### src/u8cc_pkg.sv
package u8cc_pkg;

   // Result count width and its saturation value.
   localparam int CountWidth = 31;
   localparam logic [CountWidth-1:0] CountMax = {CountWidth{1'b1}};

   // Depth of the queue between the front and back parts.
   localparam int QueueDepth = 4;
   localparam int QueueAddrWidth = $clog2(QueueDepth);
   localparam int QueueCountWidth = $clog2(QueueDepth + 1);

   // Byte values that bound the lead and continuation ranges.
   localparam logic [7:0] LeadMinMulti = 8'hC2;
   localparam logic [7:0] LeadMax = 8'hF4;
   localparam logic [7:0] LeadE0 = 8'hE0;
   localparam logic [7:0] LeadED = 8'hED;
   localparam logic [7:0] LeadF0 = 8'hF0;
   localparam logic [7:0] LeadF4 = 8'hF4;
   localparam logic [7:0] ContMin = 8'h80;
   localparam logic [7:0] ContMax = 8'hBF;
   localparam logic [7:0] ContMinE0 = 8'hA0;
   localparam logic [7:0] ContMaxED = 8'h9F;
   localparam logic [7:0] ContMinF0 = 8'h90;
   localparam logic [7:0] ContMaxF4 = 8'h8F;

   // Lead bytes that restrict the range of the second byte.
   typedef enum logic [2:0] {
      LEAD_PLAIN,
      LEAD_E0,
      LEAD_ED,
      LEAD_F0,
      LEAD_F4
   } lead_kind_type;

   // One classified byte as it travels from the front to the back part.
   typedef struct packed {
      logic          bad_lead;     // Illegal as a lead byte.
      logic [1:0]    cont_count;   // Continuation bytes this lead byte opens.
      lead_kind_type lead_kind;
      logic          cont_plain;   // In 80..BF.
      logic          cont_e0;      // In A0..BF.
      logic          cont_ed;      // In 80..9F.
      logic          cont_f0;      // In 90..BF.
      logic          cont_f4;      // In 80..8F.
      logic          last;
   } item_type;

   // Classify one byte as both a lead byte and a continuation byte.
   function automatic item_type classify(input logic [7:0] b, input logic last);
      item_type it;
      it.bad_lead = ((b >= ContMin) && (b < LeadMinMulti)) || (b > LeadMax);
      if (b[7] == 1'b0) begin
         it.cont_count = 2'd0;
      end else if (b[7:5] == 3'b110) begin
         it.cont_count = 2'd1;
      end else if (b[7:4] == 4'b1110) begin
         it.cont_count = 2'd2;
      end else begin
         it.cont_count = 2'd3;
      end
      case (b)
         LeadE0:  it.lead_kind = LEAD_E0;
         LeadED:  it.lead_kind = LEAD_ED;
         LeadF0:  it.lead_kind = LEAD_F0;
         LeadF4:  it.lead_kind = LEAD_F4;
         default: it.lead_kind = LEAD_PLAIN;
      endcase
      it.cont_plain = (b >= ContMin) && (b <= ContMax);
      it.cont_e0 = (b >= ContMinE0) && (b <= ContMax);
      it.cont_ed = (b >= ContMin) && (b <= ContMaxED);
      it.cont_f0 = (b >= ContMinF0) && (b <= ContMax);
      it.cont_f4 = (b >= ContMin) && (b <= ContMaxF4);
      it.last = last;
      return it;
   endfunction

endpackage

### src/utf8_validating_char_counter.sv
// Channel   Direction  Ports                                   Handshake
// req       in         req_data_byte[7:0], req_last_byte       req_valid / req_stall
// rsp       out        rsp_char_count[30:0], rsp_valid_res     rsp_valid / rsp_stall
//
// One byte is accepted per cycle while req_stall is low; rsp_valid rises once the final byte has passed
// through the queue into the output register, and later when earlier bytes still wait in the queue.
// The rate is set by the decoder register loop in the back part, which updates once per byte.
// Reset is synchronous and active high; it empties the queue and clears the decoder.
// A stalled result holds the back part only at the next final byte; the four-entry queue
// absorbs bytes meanwhile, and req_stall rises when it is full.
module utf8_validating_char_counter (
   input  logic                              clock,
   input  logic                              reset,
   input  logic                              req_valid,
   output logic                              req_stall,
   input  logic [7:0]                        req_data_byte,
   input  logic                              req_last_byte,
   output logic                              rsp_valid,
   input  logic                              rsp_stall,
   output logic [u8cc_pkg::CountWidth-1:0]   rsp_char_count,
   output logic                              rsp_valid_res
);

   logic               queue_full;
   logic               push;
   u8cc_pkg::item_type push_item;
   logic               pop;
   logic               head_valid;
   u8cc_pkg::item_type head_item;

   // Front part: accept and classify each byte.
   u8cc_front u_front (
      .req_valid     (req_valid),
      .req_data_byte (req_data_byte),
      .req_last_byte (req_last_byte),
      .queue_full    (queue_full),
      .req_stall     (req_stall),
      .push          (push),
      .push_item     (push_item)
   );

   // Queue between the two parts.
   u8cc_queue u_queue (
      .clock     (clock),
      .reset     (reset),
      .push      (push),
      .push_item (push_item),
      .pop       (pop),
      .full      (queue_full),
      .not_empty (head_valid),
      .head_item (head_item)
   );

   // Back part: sequence decoding, counting and the result register.
   u8cc_back u_back (
      .clock          (clock),
      .reset          (reset),
      .head_valid     (head_valid),
      .head_item      (head_item),
      .pop            (pop),
      .rsp_valid      (rsp_valid),
      .rsp_stall      (rsp_stall),
      .rsp_char_count (rsp_char_count),
      .rsp_valid_res  (rsp_valid_res)
   );

endmodule

### src/u8cc_front.sv
module u8cc_front (
   input  logic               req_valid,
   input  logic [7:0]         req_data_byte,
   input  logic               req_last_byte,
   input  logic               queue_full,
   output logic               req_stall,
   output logic               push,
   output u8cc_pkg::item_type push_item
);

   // Accept while the queue has room; classify the byte on the way in.
   assign req_stall = queue_full;
   assign push = req_valid && !queue_full;
   assign push_item = u8cc_pkg::classify(req_data_byte, req_last_byte);

endmodule

### src/u8cc_queue.sv
module u8cc_queue (
   input  logic               clock,
   input  logic               reset,
   input  logic               push,
   input  u8cc_pkg::item_type push_item,
   input  logic               pop,
   output logic               full,
   output logic               not_empty,
   output u8cc_pkg::item_type head_item
);

   u8cc_pkg::item_type mem_ff [u8cc_pkg::QueueDepth];
   logic [u8cc_pkg::QueueAddrWidth-1:0] wr_ptr_ff, wr_ptr_in;
   logic [u8cc_pkg::QueueAddrWidth-1:0] rd_ptr_ff, rd_ptr_in;
   logic [u8cc_pkg::QueueCountWidth-1:0] count_ff, count_in;

   assign full = (count_ff == u8cc_pkg::QueueCountWidth'(u8cc_pkg::QueueDepth));
   assign not_empty = (count_ff != '0);
   assign head_item = mem_ff[rd_ptr_ff];

   // Pointer and fill count updates.
   always_comb begin
      wr_ptr_in = push ? wr_ptr_ff + 1'b1 : wr_ptr_ff;
      rd_ptr_in = pop ? rd_ptr_ff + 1'b1 : rd_ptr_ff;
      count_in = count_ff;
      if (push && !pop) begin
         count_in = count_ff + 1'b1;
      end else if (pop && !push) begin
         count_in = count_ff - 1'b1;
      end
   end

   always_ff @(posedge clock) begin
      if (reset) begin
         wr_ptr_ff <= '0;
         rd_ptr_ff <= '0;
         count_ff <= '0;
      end else begin
         wr_ptr_ff <= wr_ptr_in;
         rd_ptr_ff <= rd_ptr_in;
         count_ff <= count_in;
      end
   end

   // Storage needs no reset.
   always_ff @(posedge clock) begin
      if (push) begin
         mem_ff[wr_ptr_ff] <= push_item;
      end
   end

endmodule

### src/u8cc_back.sv
module u8cc_back (
   input  logic                              clock,
   input  logic                              reset,
   input  logic                              head_valid,
   input  u8cc_pkg::item_type                head_item,
   output logic                              pop,
   output logic                              rsp_valid,
   input  logic                              rsp_stall,
   output logic [u8cc_pkg::CountWidth-1:0]   rsp_char_count,
   output logic                              rsp_valid_res
);

   logic [1:0]                      remaining_ff, remaining_in;
   u8cc_pkg::lead_kind_type         lead_kind_ff, lead_kind_in;
   logic                            second_ff, second_in;
   logic [u8cc_pkg::CountWidth-1:0] count_ff, count_in;
   logic                            error_ff, error_in;
   logic                            rsp_valid_ff, rsp_valid_in;
   logic [u8cc_pkg::CountWidth-1:0] rsp_count_ff, rsp_count_in;
   logic                            rsp_ok_ff, rsp_ok_in;
   logic                            out_free;
   logic                            cont_ok;
   logic [1:0]                      rem_next;
   logic [u8cc_pkg::CountWidth-1:0] count_sat;
   logic                            verdict;

   // A final byte needs the output register free; other bytes go straight on.
   assign out_free = !rsp_valid_ff || !rsp_stall;
   assign pop = head_valid && (!head_item.last || out_free);
   assign count_sat = (count_ff == u8cc_pkg::CountMax) ? count_ff : count_ff + 1'b1;

   // Continuation range, narrowed for the second byte after special leads.
   always_comb begin
      cont_ok = head_item.cont_plain;
      if (second_ff) begin
         case (lead_kind_ff)
            u8cc_pkg::LEAD_E0: cont_ok = head_item.cont_e0;
            u8cc_pkg::LEAD_ED: cont_ok = head_item.cont_ed;
            u8cc_pkg::LEAD_F0: cont_ok = head_item.cont_f0;
            u8cc_pkg::LEAD_F4: cont_ok = head_item.cont_f4;
            default:           cont_ok = head_item.cont_plain;
         endcase
      end
   end

   // Decoder state update for one byte.
   always_comb begin
      rem_next = remaining_ff - 1'b1;
      remaining_in = remaining_ff;
      lead_kind_in = lead_kind_ff;
      second_in = second_ff;
      count_in = count_ff;
      error_in = error_ff;
      if (!error_ff) begin
         if (remaining_ff == 2'd0) begin
            if (head_item.bad_lead) begin
               error_in = 1'b1;
            end else if (head_item.cont_count == 2'd0) begin
               count_in = count_sat;
            end else begin
               remaining_in = head_item.cont_count;
               lead_kind_in = head_item.lead_kind;
               second_in = 1'b1;
            end
         end else if (!cont_ok) begin
            error_in = 1'b1;
         end else begin
            second_in = 1'b0;
            remaining_in = rem_next;
            if (rem_next == 2'd0) begin
               count_in = count_sat;
            end
         end
      end
      verdict = !error_in && (remaining_in == 2'd0);
      rsp_count_in = verdict ? count_in : '0;
      rsp_ok_in = verdict;
      // The final byte closes the string and clears the decoder.
      if (head_item.last) begin
         remaining_in = 2'd0;
         lead_kind_in = u8cc_pkg::LEAD_PLAIN;
         second_in = 1'b0;
         count_in = '0;
         error_in = 1'b0;
      end
   end

   // The output register holds a result until the receiver takes it.
   always_comb begin
      if (pop && head_item.last) begin
         rsp_valid_in = 1'b1;
      end else begin
         rsp_valid_in = rsp_valid_ff && rsp_stall;
      end
   end

   always_ff @(posedge clock) begin
      if (reset) begin
         remaining_ff <= 2'd0;
         lead_kind_ff <= u8cc_pkg::LEAD_PLAIN;
         second_ff <= 1'b0;
         count_ff <= '0;
         error_ff <= 1'b0;
         rsp_valid_ff <= 1'b0;
      end else begin
         rsp_valid_ff <= rsp_valid_in;
         if (pop) begin
            remaining_ff <= remaining_in;
            lead_kind_ff <= lead_kind_in;
            second_ff <= second_in;
            count_ff <= count_in;
            error_ff <= error_in;
         end
      end
   end

   // Result payload loads only when a final byte is taken.
   always_ff @(posedge clock) begin
      if (pop && head_item.last) begin
         rsp_count_ff <= rsp_count_in;
         rsp_ok_ff <= rsp_ok_in;
      end
   end

   assign rsp_valid = rsp_valid_ff;
   assign rsp_char_count = rsp_count_ff;
   assign rsp_valid_res = rsp_ok_ff;

endmodule

### config.mk
export PLATFORM = sky130hd
export DESIGN_NAME = utf8_validating_char_counter
export DESIGN_NICKNAME = d
export VERILOG_FILES = /design/src/u8cc_pkg.sv /design/src/utf8_validating_char_counter.sv /design/src/u8cc_front.sv /design/src/u8cc_queue.sv /design/src/u8cc_back.sv
export SDC_FILE = /design/constraint.sdc
export NUM_CORES = 1
export LEC_CHECK = 0
export ABC_CLOCK_PERIOD_IN_PS = 4100
export BUFFER_PORTS_ARGS = -buffer_cell sky130_fd_sc_hd__buf_2
export CORE_MARGIN = 1
export CORE_UTILIZATION = 60
export DETAILED_ROUTE_END_ITERATION = 12
export GPL_TIMING_DRIVEN = 1
export PLACE_DENSITY = 0.77
export SLEW_MARGIN = 25
export SYNTH_ARGS = -nofsm -noshare
export SYNTH_HDL_FRONTEND = slang
export SYNTH_HIERARCHICAL = 1
export SYNTH_SLANG_ARGS = --single-unit
### constraint.sdc
create_clock -name clock -period 4.1 [get_ports clock]
set_input_delay 0 -clock clock [delete_from_list [all_inputs] [get_ports clock]]
set_output_delay 0 -clock clock [all_outputs]
set_load 0.01 [all_outputs]
Yosys cells after proc, flatten, opt, wreduce, memory -nomap -nowiden
Memory sizes are Yosys's and may differ from the RTL's. A register that Yosys moved wholly into a read port is not among the register bits.
Cells that the tools add are included.
{"block": "word_totals", "wordCells": 119, "output_inout_bits": 34, "input_bits": 13, "ram_bits": 48, "memories": 1, "ff_bits": 78}
{"memory": "u_queue.mem_ff", "depth": 4, "word_bits": 12, "read_ports": 1, "rd_clocked_by_memory_dff": 1, "wr": 1, "line_no": "u8cc_queue.sv:12", "rtl": "u8cc_pkg::item_type mem_ff [u8cc_pkg::QueueDepth];"}
{"block": "classes", "addsub": 6, "muxes": 43, "order_cmp": 8, "reduce_logical": 33, "eq_ne": 17}
{"operator": "$mux 31", "count": 8}
{"operator": "$eq 8x8->1 const B", "count": 4}
{"operator": "$add 31x1->31 const B", "count": 1}
{"operator": "$eq 31x31->1 const B", "count": 1}
{"operator": "$ge 8x8->1 const B", "count": 3}
{"operator": "$le 8x8->1 const B", "count": 3}
{"operator": "$mux 3", "count": 7}
{"operator": "$mux 2", "count": 10}
{"operator": "$mux 1", "count": 16}
{"operator": "$logic_and 1x1->1", "count": 13}
{"operator": "$pmux 3 s4", "count": 1}
{"operator": "$reduce_and 5->1", "count": 2}
{"operator": "$eq 3x3->1 const B", "count": 3}
{"operator": "$gt 8x8->1 const B", "count": 1}
{"operator": "$logic_not 2->1", "count": 4}
{"operator": "$lt 8x8->1 const B", "count": 1}
{"operator": "$logic_not 1->1", "count": 7}
{"operator": "$eq 3x2->1 const B", "count": 2}
{"operator": "$ne 2x1->1 const B", "count": 3}
{"operator": "$ne 3x2->1 const B", "count": 2}
{"operator": "$reduce_bool 3->1", "count": 2}
{"operator": "$add 2x1->2 const B", "count": 2}
{"operator": "$eq 4x4->1 const B", "count": 1}
{"operator": "$pmux 1 s4", "count": 1}
{"operator": "6 further kinds", "count": 9}

Logic depth before layout (Yosys ltp)
Gate-level depths: netlist of run 1.
{"block": "logic_depth", "word_depth": 8, "depth_mapped": 12, "depth_no_buf": 11}

Hierarchy
The synthesis of run 1 kept the hierarchy.
{"mod": "u8cc_back", "area_each_um2": 3938.8, "n_inst": 1, "cells_per_inst": 449}
{"mod": "u8cc_queue", "area_each_um2": 2165.8, "n_inst": 1, "cells_per_inst": 106}
{"mod": "u8cc_front", "area_each_um2": 177.7, "n_inst": 1, "cells_per_inst": 28}

Worst setup path after synthesis of run 1
Ideal clock, no wire load.
{"block": "synth_timing", "path_type": "reg-to-reg", "startpoint": "register with a tool-made name", "endpoint": "register u_back.rsp_count_ff (netlist bit u_back/rsp_char_count[0]) (enable)", "setup_ns": 0.421, "arrival_ns": 2.694, "stages_incl_launch_ff": 6, "synth_period_minus_slack_ns": 3.116, "slack_ns": 0.984, "cell_sequence": "dfxtp_1 buf_6 mux4_2 nand3_1 nand2_1 nor2_1"}
{"item": "end signal: assignment", "line_no": "u8cc_back.sv:120", "rtl": "rsp_count_ff <= rsp_count_in;"}
{"item": "end: declaration", "line_no": "u8cc_back.sv:19", "rtl": "logic [u8cc_pkg::CountWidth-1:0] rsp_count_ff, rsp_count_in;"}

==> results of run 1 <==
final cells by class:
cell class | instances | share of cell area (%)
Sequential cell | 128 | 45.7
Multi-Input combinational cell | 399 | 36.5
Timing Repair Buffer | 69 | 5.96
Clock buffer | 17 | 5.63
Clock inverter | 14 | 2.62
Tap cell | 133 | 2.26
Inverter | 26 | 1.33
layout by cell type, fill, tap and decap left out, types with 6 or more instances in the layout:
cell type       n
and2_1          7
o211ai_1        7
a21oi_1        42
nor2_1         52
nand2_1        33
buf_2          46
inv_1          26
nor3_1          8
or3_1          23
mux4_2         10
ha_1            8
xnor2_1        17
nand2b_1        9
nand3_1        21
and3_1         14
dfxtp_1        48
o21ai_0        37
nand4_1         6
edfxtp_1       80
a31oi_1        19
dlygate4sd3_1  14
clkbuf_16      16
buf_4           9
a22oi_1         6
and4_1          7
power groups by stage:
stage	combinational, mW	sequential [mW]	clock [mW]
after CTS	1.35	1.75	1.55
after detailed placement	1.33	1.77	0
final	1.37	1.75	1.53
after floorplan	0.926	1.79	0
after global routing	1.49	1.77	1.61
after global placement	1.28	1.76	0
cells in the mapped netlist (17+ instances only):
cell type,n,area [um2]
clkbuf_1,19,71.3
nand3_1,21,105
a31oi_1,19,119
edfxtp_1,80,2400
nand2_1,33,124
xnor2_1,17,149
or3_1,23,144
inv_1,26,97.6
a21oi_1,42,210
dfxtp_1,48,961
o21ai_0,37,185
nor2_1,53,199
layer usage:
layer	wire length (um)	up-vias	part of all wire, %	GRT usage (%)
met5	0	-	0	0
met4	382	0	2.8	12.9
met3	871	39	6.3	6.27
met2	7050	196	51	45.9
met1	5540	2325	40	32.4
li1	-	2325	-	-
per-stage QoR:
step / cells / setup slack [ns]
after floorplan: 583 / 0.984
after global placement: 741 / 0.679
after detailed placement: 741 / 0.503
after CTS: 786 / 0.467
after global routing: 786 / 0.185
final: 786 / 0.445
cells by family after synthesis:
kind of cell,synth area share [%]
muxes,5.24
buffers and inverters,3.84
and+or+nand+nor,17.1
DFF,53.5
adders and majority gates,1.91
AOI/OAI and AO/OA,15.3
xor gates and xnor gates,3.07
critical path, stage by stage (launching register included):
cell and delay, ns:
dfxtp_1 0.67, mux4_2 0.63, nor3b_1 0.47, nand2_1 0.14
a22oi_1 0.16, mux2i_1 0.13, or4_1 0.77, buf_4 0.33
nor3_1 0.20
registers in the layout (all words and copies together), names as in the netlist, named ones only:
signal	cells
u_queue/count_ff	3
u_back/rsp_valid	1
u_queue/mem_ff	48
u_back/remaining_ff	2
u_queue/rd_ptr_ff	2
u_back/count_ff	31
u_queue/wr_ptr_ff	2
u_back/rsp_valid_res	1
u_back/lead_kind_ff	3
u_back/second_ff	1
u_back/error_ff	1
u_back/rsp_char_count	31
path summary, 6_finish.rpt:
check	to	slack, ns	cells past startpoint
worst max-delay path	u_back/rsp_char_count[3]$_SDFFCE_PN0P_	0.45	8
worst min-delay path	u_queue/wr_ptr_ff[0]$_SDFFE_PP0P_	0.02	4
worst max register to register	u_back/rsp_char_count[3]$_SDFFCE_PN0P_	0.45	8
worst min register to register	u_back/count_ff[20]$_SDFFE_PP0P_	0.50	1
==> summary.txt, run 1 <==
Global routing
  • Vias in the first global route: ~4800
  • Largest net degree at the start of global routing: 34
  • Tot GR Track Use: 27.1%
  • Initial antenna violation count: 0
  • Remaining Overflow, GRT: 0
  • First-pass GRT wire length: 23.1 mm

Critical path
  • Crit path kind: reg2reg
  • Crit path required time: 4.46 ns
  • WP data arrival: 4.02 ns
  • Max FO, Critical Path: 23
  • Critical Path Source Type: flop
  • CP endpoint kind: flop

Finish
  • P&R area growth vs syn: 17.0%
  • Finished Core Util: between 70% and 80%
  • FILL cells: 679
  • Fin nets: 663
  • Area of the multi-input gates: between 2000 and 3000 um2
  • Ant diodes: 0
  • FF/Latch Area: 3360 um2
  • Fin area: 7350 um2
  • Share of layout cells above drive strength 1: 17.0%

STA
  • Slew Limit Headroom: 41.7%
  • Post-layout min period: 3.65 ns
  • Skew final: 0.00844 ns
  • Final setup viols: 0
  • Highest Clock Rate: 274 MHz
  • Sum Neg Setup Slack: 0 ns
  • Slew Viols, Final: 0
  • Period utilisation layout: 89.1%
  • Fin. Hold Viols: 0
  • Worst-margin pin slew: 0.875 ns
  • RSZ-0062 raised after global routing: no
  • Hold_ws: 0.0228 ns

Power
  • Int Power: 3.08 mW
  • Comb pwr share: 29.4%
  • Switching Share: 33.7%
  • Clock share of power: 32.9%
  • Reg power frac: 37.7%
  • Worst vdd ir: 0.000453 V
  • Static Leak: between 2 and 3 nW
  • P_sw: 1.56 mW
  • Design Power: around 4.6 mW
  • Pwr dens: 632 nW/um2

CTS
  • CTS Buf Count: 17
  • Hold buffers post-CTS: 14
  • CTS resizes: 0
  • # clock sinks: approximately 130
  • Clock buffer depth: 2
  • Clock latency on the worst-skew pair: 0.52 ns
  • H-tree Lvls: 4
  • Post-CTS Setup Inserts: 0
  • Worst-path clk slew: approximately 0.060 ns
  • TritonCTS clock tree: yes
  • CTS Root Cell: clkbuf_8

Floorplan
  • Die X: around 100 um
  • Die height: approximately 100 um
  • Starting Density: between 60 and 70%
  • Core Box Area: roughly 10000 um2
  • Std cell rows: 36
  • Die ar.: approximately 11000 um2
  • I/O pin count: 47

Synthesis
  • Register area share after synthesis: 53.5%
  • Post-synthesis cell count: 583
  • Post-Syn Area: roughly 6300 um2
  • Syn_nets: 605
  • Async set or reset register ratio after synthesis: 0%
  • Number of synthesized flops with an enable pin: 80
  • Warnings, synthesis: 6
  • Synth Register Bits: around 130
  • Cell variety after synth: 66
  • Ys flop type: edfxtp_1
  • Average size of a mapped cell: between 10 and 15 um2

Status
  • Run status: finished clean

Placed design
  • Gpl congestion: 0.940
  • Post-DP HPWL: 8.86 mm
  • Placed Area: 6610 um2
  • # port buffers: 46

Worst hold path
  • HP Start: req_valid
  • Type of the most critical hold path: in2reg

Drt
  • Routed Wire Length: approximately 14 mm
  • Drt pass-1 iters: 5
  • WL/cell: 17.6 um
  • DRC Markers: 0
  • Routed vias/inst: 6.22
  • 1st-iter DRT viols: 340
  • Via count: around 4900
  • Post-route ant nets: 0

Flow run
  • Max-Cap Viols: 0
No activity file was read; power rests on OpenSTA's default activity.
==> inputs of run 2 (changes only) <==
--- a/config.mk
+++ b/config.mk
@@ -5,9 +5,9 @@
 export SDC_FILE = /design/constraint.sdc
 export NUM_CORES = 1
 export LEC_CHECK = 0
-export ABC_CLOCK_PERIOD_IN_PS = 4100
+export ABC_CLOCK_PERIOD_IN_PS = 4000
 export BUFFER_PORTS_ARGS = -buffer_cell sky130_fd_sc_hd__buf_2
-export CORE_MARGIN = 1
+export CORE_MARGIN = 2
 export CORE_UTILIZATION = 60
 export DETAILED_ROUTE_END_ITERATION = 12
 export GPL_TIMING_DRIVEN = 1
==> constraint.sdc (replaced) <==
create_clock -name clock -period 4 [get_ports clock]
set_input_delay 0 -clock clock [delete_from_list [all_inputs] [get_ports clock]]
set_output_delay 0 -clock clock [all_outputs]
set_load 0.01 [all_outputs]
==> run 2 against run 1 <==
Effect of this change: maximum frequency rose by 5.8%; highest routed layer unchanged; final cell count rose by 0.51%; wire length rose by 0.89%; sequential power barely moved; sequential share of layout area rose by 0.26 points; global-route usage fell by 1.2 points.
==> summary.txt, run 2 (same netlist as run 1, synthesis figures left out) <==
CTS
  • CTS Buf Count: 17 (unchanged)
  • Hold buffers post-CTS: 14 (unchanged)
  • # clock sinks: 128 (unchanged)
  • Post-CTS Setup Inserts: 0 (unchanged)
  • Clock buffer depth: 2 (unchanged)
  • CTS resizes: 0 (unchanged)
  • CTS Root Cell: clkbuf_8
  • TritonCTS clock tree: yes
  • H-tree Lvls: 4 (unchanged)
  • Worst-path clk slew: 0.06 ns (about the same)
  • Clock latency on the worst-skew pair: 0.52 ns (about the same)

Floorplan
  • Core Box Area: 10200 um2 (+2.8%)
  • Std cell rows: 37 (+2.8%)
  • Die X: 106 um (+1.9%)
  • I/O pin count: 47 (unchanged)
  • Die height: 106 um (+1.9%)
  • Starting Density: 61.4% (-1.7 points)
  • Die ar.: 11300 um2 (+3.9%)

STA
  • Highest Clock Rate: 289 MHz (+5.8%)
  • Sum Neg Setup Slack: 0 ns (unchanged)
  • Slew Limit Headroom: 41.3% (-0.33 points)
  • Period utilisation layout: 86.4% (-2.8 points)
  • Hold_ws: 0.0357 ns (+0.0129 ns)
  • Post-layout min period: 3.45 ns (-0.200 ns)
  • Skew final: 0.00874 ns (+0.000299 ns)
  • Worst-margin pin slew: 0.880 ns (+0.00500 ns)
  • Slew Viols, Final: 0 (unchanged)
  • RSZ-0062 raised after global routing: no
  • Final setup viols: 0 (unchanged)
  • Fin. Hold Viols: 0 (unchanged)

Critical path
  • Max FO, Critical Path: 24 (+4.3%)
  • Crit path required time: 4.35 ns (-0.11 ns)
  • Crit path kind: reg2reg
  • Most Frequent Cell on Critical Path: buf_4
  • Crit-path max cell delay: 0.72 ns (-0.05 ns)
  • WP data arrival: 3.81 ns (-0.21 ns)
  • CP endpoint kind: flop
  • Critical Path Source Type: flop
  • Critical Path Slowest Stage Cell: or4_1
  • Critical-path cell list: buf_4 > mux4_2 > o31ai_1 > nand2_1 > o211ai_2 > mux2i_1 > or4_1 > buf_4 > nor3_1

Drt
  • 1st-iter DRT viols: 401 (+18%)
  • Routed vias/inst: 6.18 (-0.59%)
  • WL/cell: 17.7 um (+0.38%)
  • Post-route ant nets: 0 (unchanged)
  • DRC Markers: 0 (unchanged)
  • Drt pass-1 iters: 7 (+2)
  • Via count: 4881 (-0.082%)
  • Routed Wire Length: 14.0 mm (+0.89%)

Power
  • Design Power: 4.63 mW (-0.36%)
  • Clock share of power: 31.3% (-1.6 points)
  • P_sw: 1.60 mW (+2.3%)
  • Switching Share: 34.6% (+0.89 points)
  • Comb pwr share: 30.3% (+0.9 points)
  • Worst vdd ir: 0.000380 V (-16%)
  • Static Leak: 2.56 nW (-1.2%)
  • Reg power frac: 38.5% (+0.8 points)
  • Pwr dens: 633 nW/um2 (+0.21%)
  • Int Power: 3.03 mW (-1.7%)

Global routing
  • Remaining Overflow, GRT: 0 (unchanged)
  • Largest net degree at the start of global routing: 33 (-2.9%)
  • Vias in the first global route: 4762 (-0.021%)
  • First-pass GRT wire length: 22.7 mm (-1.9%)
  • Initial antenna violation count: 0 (unchanged)
  • Tot GR Track Use: 25.8% (-1.2 points)

Finish
  • P&R area growth vs syn: 16.4%
  • Fin nets: 663 (unchanged)
  • Biggest register: u_queue/mem_ff
  • Commonest non-fill, non-tap cell in the layout: edfxtp_1
  • Share of layout cells above drive strength 1: 17.0% (-0.026 points)
  • Post-Layout Cell Count: 790 (+0.51%)
  • Max reg flops: 48 (unchanged)
  • Commonest non-fill, non-tap cells in the layout: edfxtp_1 (80), nor2_1 (51), dfxtp_1 (48)
  • Ant diodes: 0 (unchanged)

Worst hold path
  • Type of the most critical hold path: in2reg

Status
  • Run status: finished clean

Flow run
  • Max-Cap Viols: 0 (unchanged)

Placed design
  • Post-DP HPWL: 9.13 mm (+3.0%)
  • Placed insts: 744 (+0.40%)
  • # port buffers: 46 (unchanged)
  • Gpl congestion: 0.975 (+3.8%)
run 2: routing by layer:
metal  global-route usage (%)  wire length [um]  part of all wire, %  vias to the layer above
met2                     46.7              7510                   54                      136
met1                     30.1              5650                   40                     2402
met4                     9.40               187                  1.3                        0
li1                         -                 -                    -                     2326
met5                        0                 0                    0                        -
met3                     5.46               628                  4.5                       17
run 2: power groups by stage:
| stage | registers, mW | logic (mW) | clock network (mW) |
|---|---|---|---|
| after detailed placement | 1.81 | 1.36 | 0 |
| final | 1.78 | 1.40 | 1.45 |
| after CTS | 1.78 | 1.39 | 1.46 |
| after floorplan | 1.83 | 0.949 | 0 |
| after global placement | 1.80 | 1.32 | 0 |
| after global routing | 1.81 | 1.52 | 1.52 |
run 2: cell type report:
class                           count  area (um2)
Tap cell                          136         170
Multi-Input combinational cell    399        2680
Sequential cell                   128        3360
Fill cell                         730        2920
Inverter                           26        97.6
Clock inverter                     15         145
Clock buffer                       17         414
Timing Repair Buffer               69         438
run 2: worst paths after layout:
| path | startpoint | to | slack (ns) | depth (start not counted) |
|---|---|---|---|---|
| worst max register to register | flop | u_back/rsp_char_count[3]$_SDFFCE_PN0P_ | 0.55 | 9 |
| worst min register to register | u_back/count_ff[20]$_SDFFE_PP0P_ | u_back/count_ff[20]$_SDFFE_PP0P_ | 0.50 | 1 |
| worst min-delay path | req_valid | u_queue/wr_ptr_ff[0]$_SDFFE_PP0P_ | 0.04 | 4 |
| worst max-delay path | flop | u_back/rsp_char_count[3]$_SDFFCE_PN0P_ | 0.55 | 9 |
run 2: critical path, delay by kind of cell, from the launching register on:
family                 cells  cell delay (ns)
muxes                      2             0.64
buffers and inverters      2             0.57
DFF                        1             0.53
AOI/OAI and AO/OA          2             0.45
and+or+nand+nor            3             1.10
run 2: metrics by stage:
stage / util [%] / worst slack, ns / instance area (um2)
floorplan: - / 0.884 / 6280
global placement: 64.6 / 0.634 / 6610
detailed placement: 64.6 / 0.561 / 6610
CTS: 71.5 / 0.545 / 7310
global route: 71.5 / 0.331 / 7310
finish: 71.5 / 0.545 / 7310
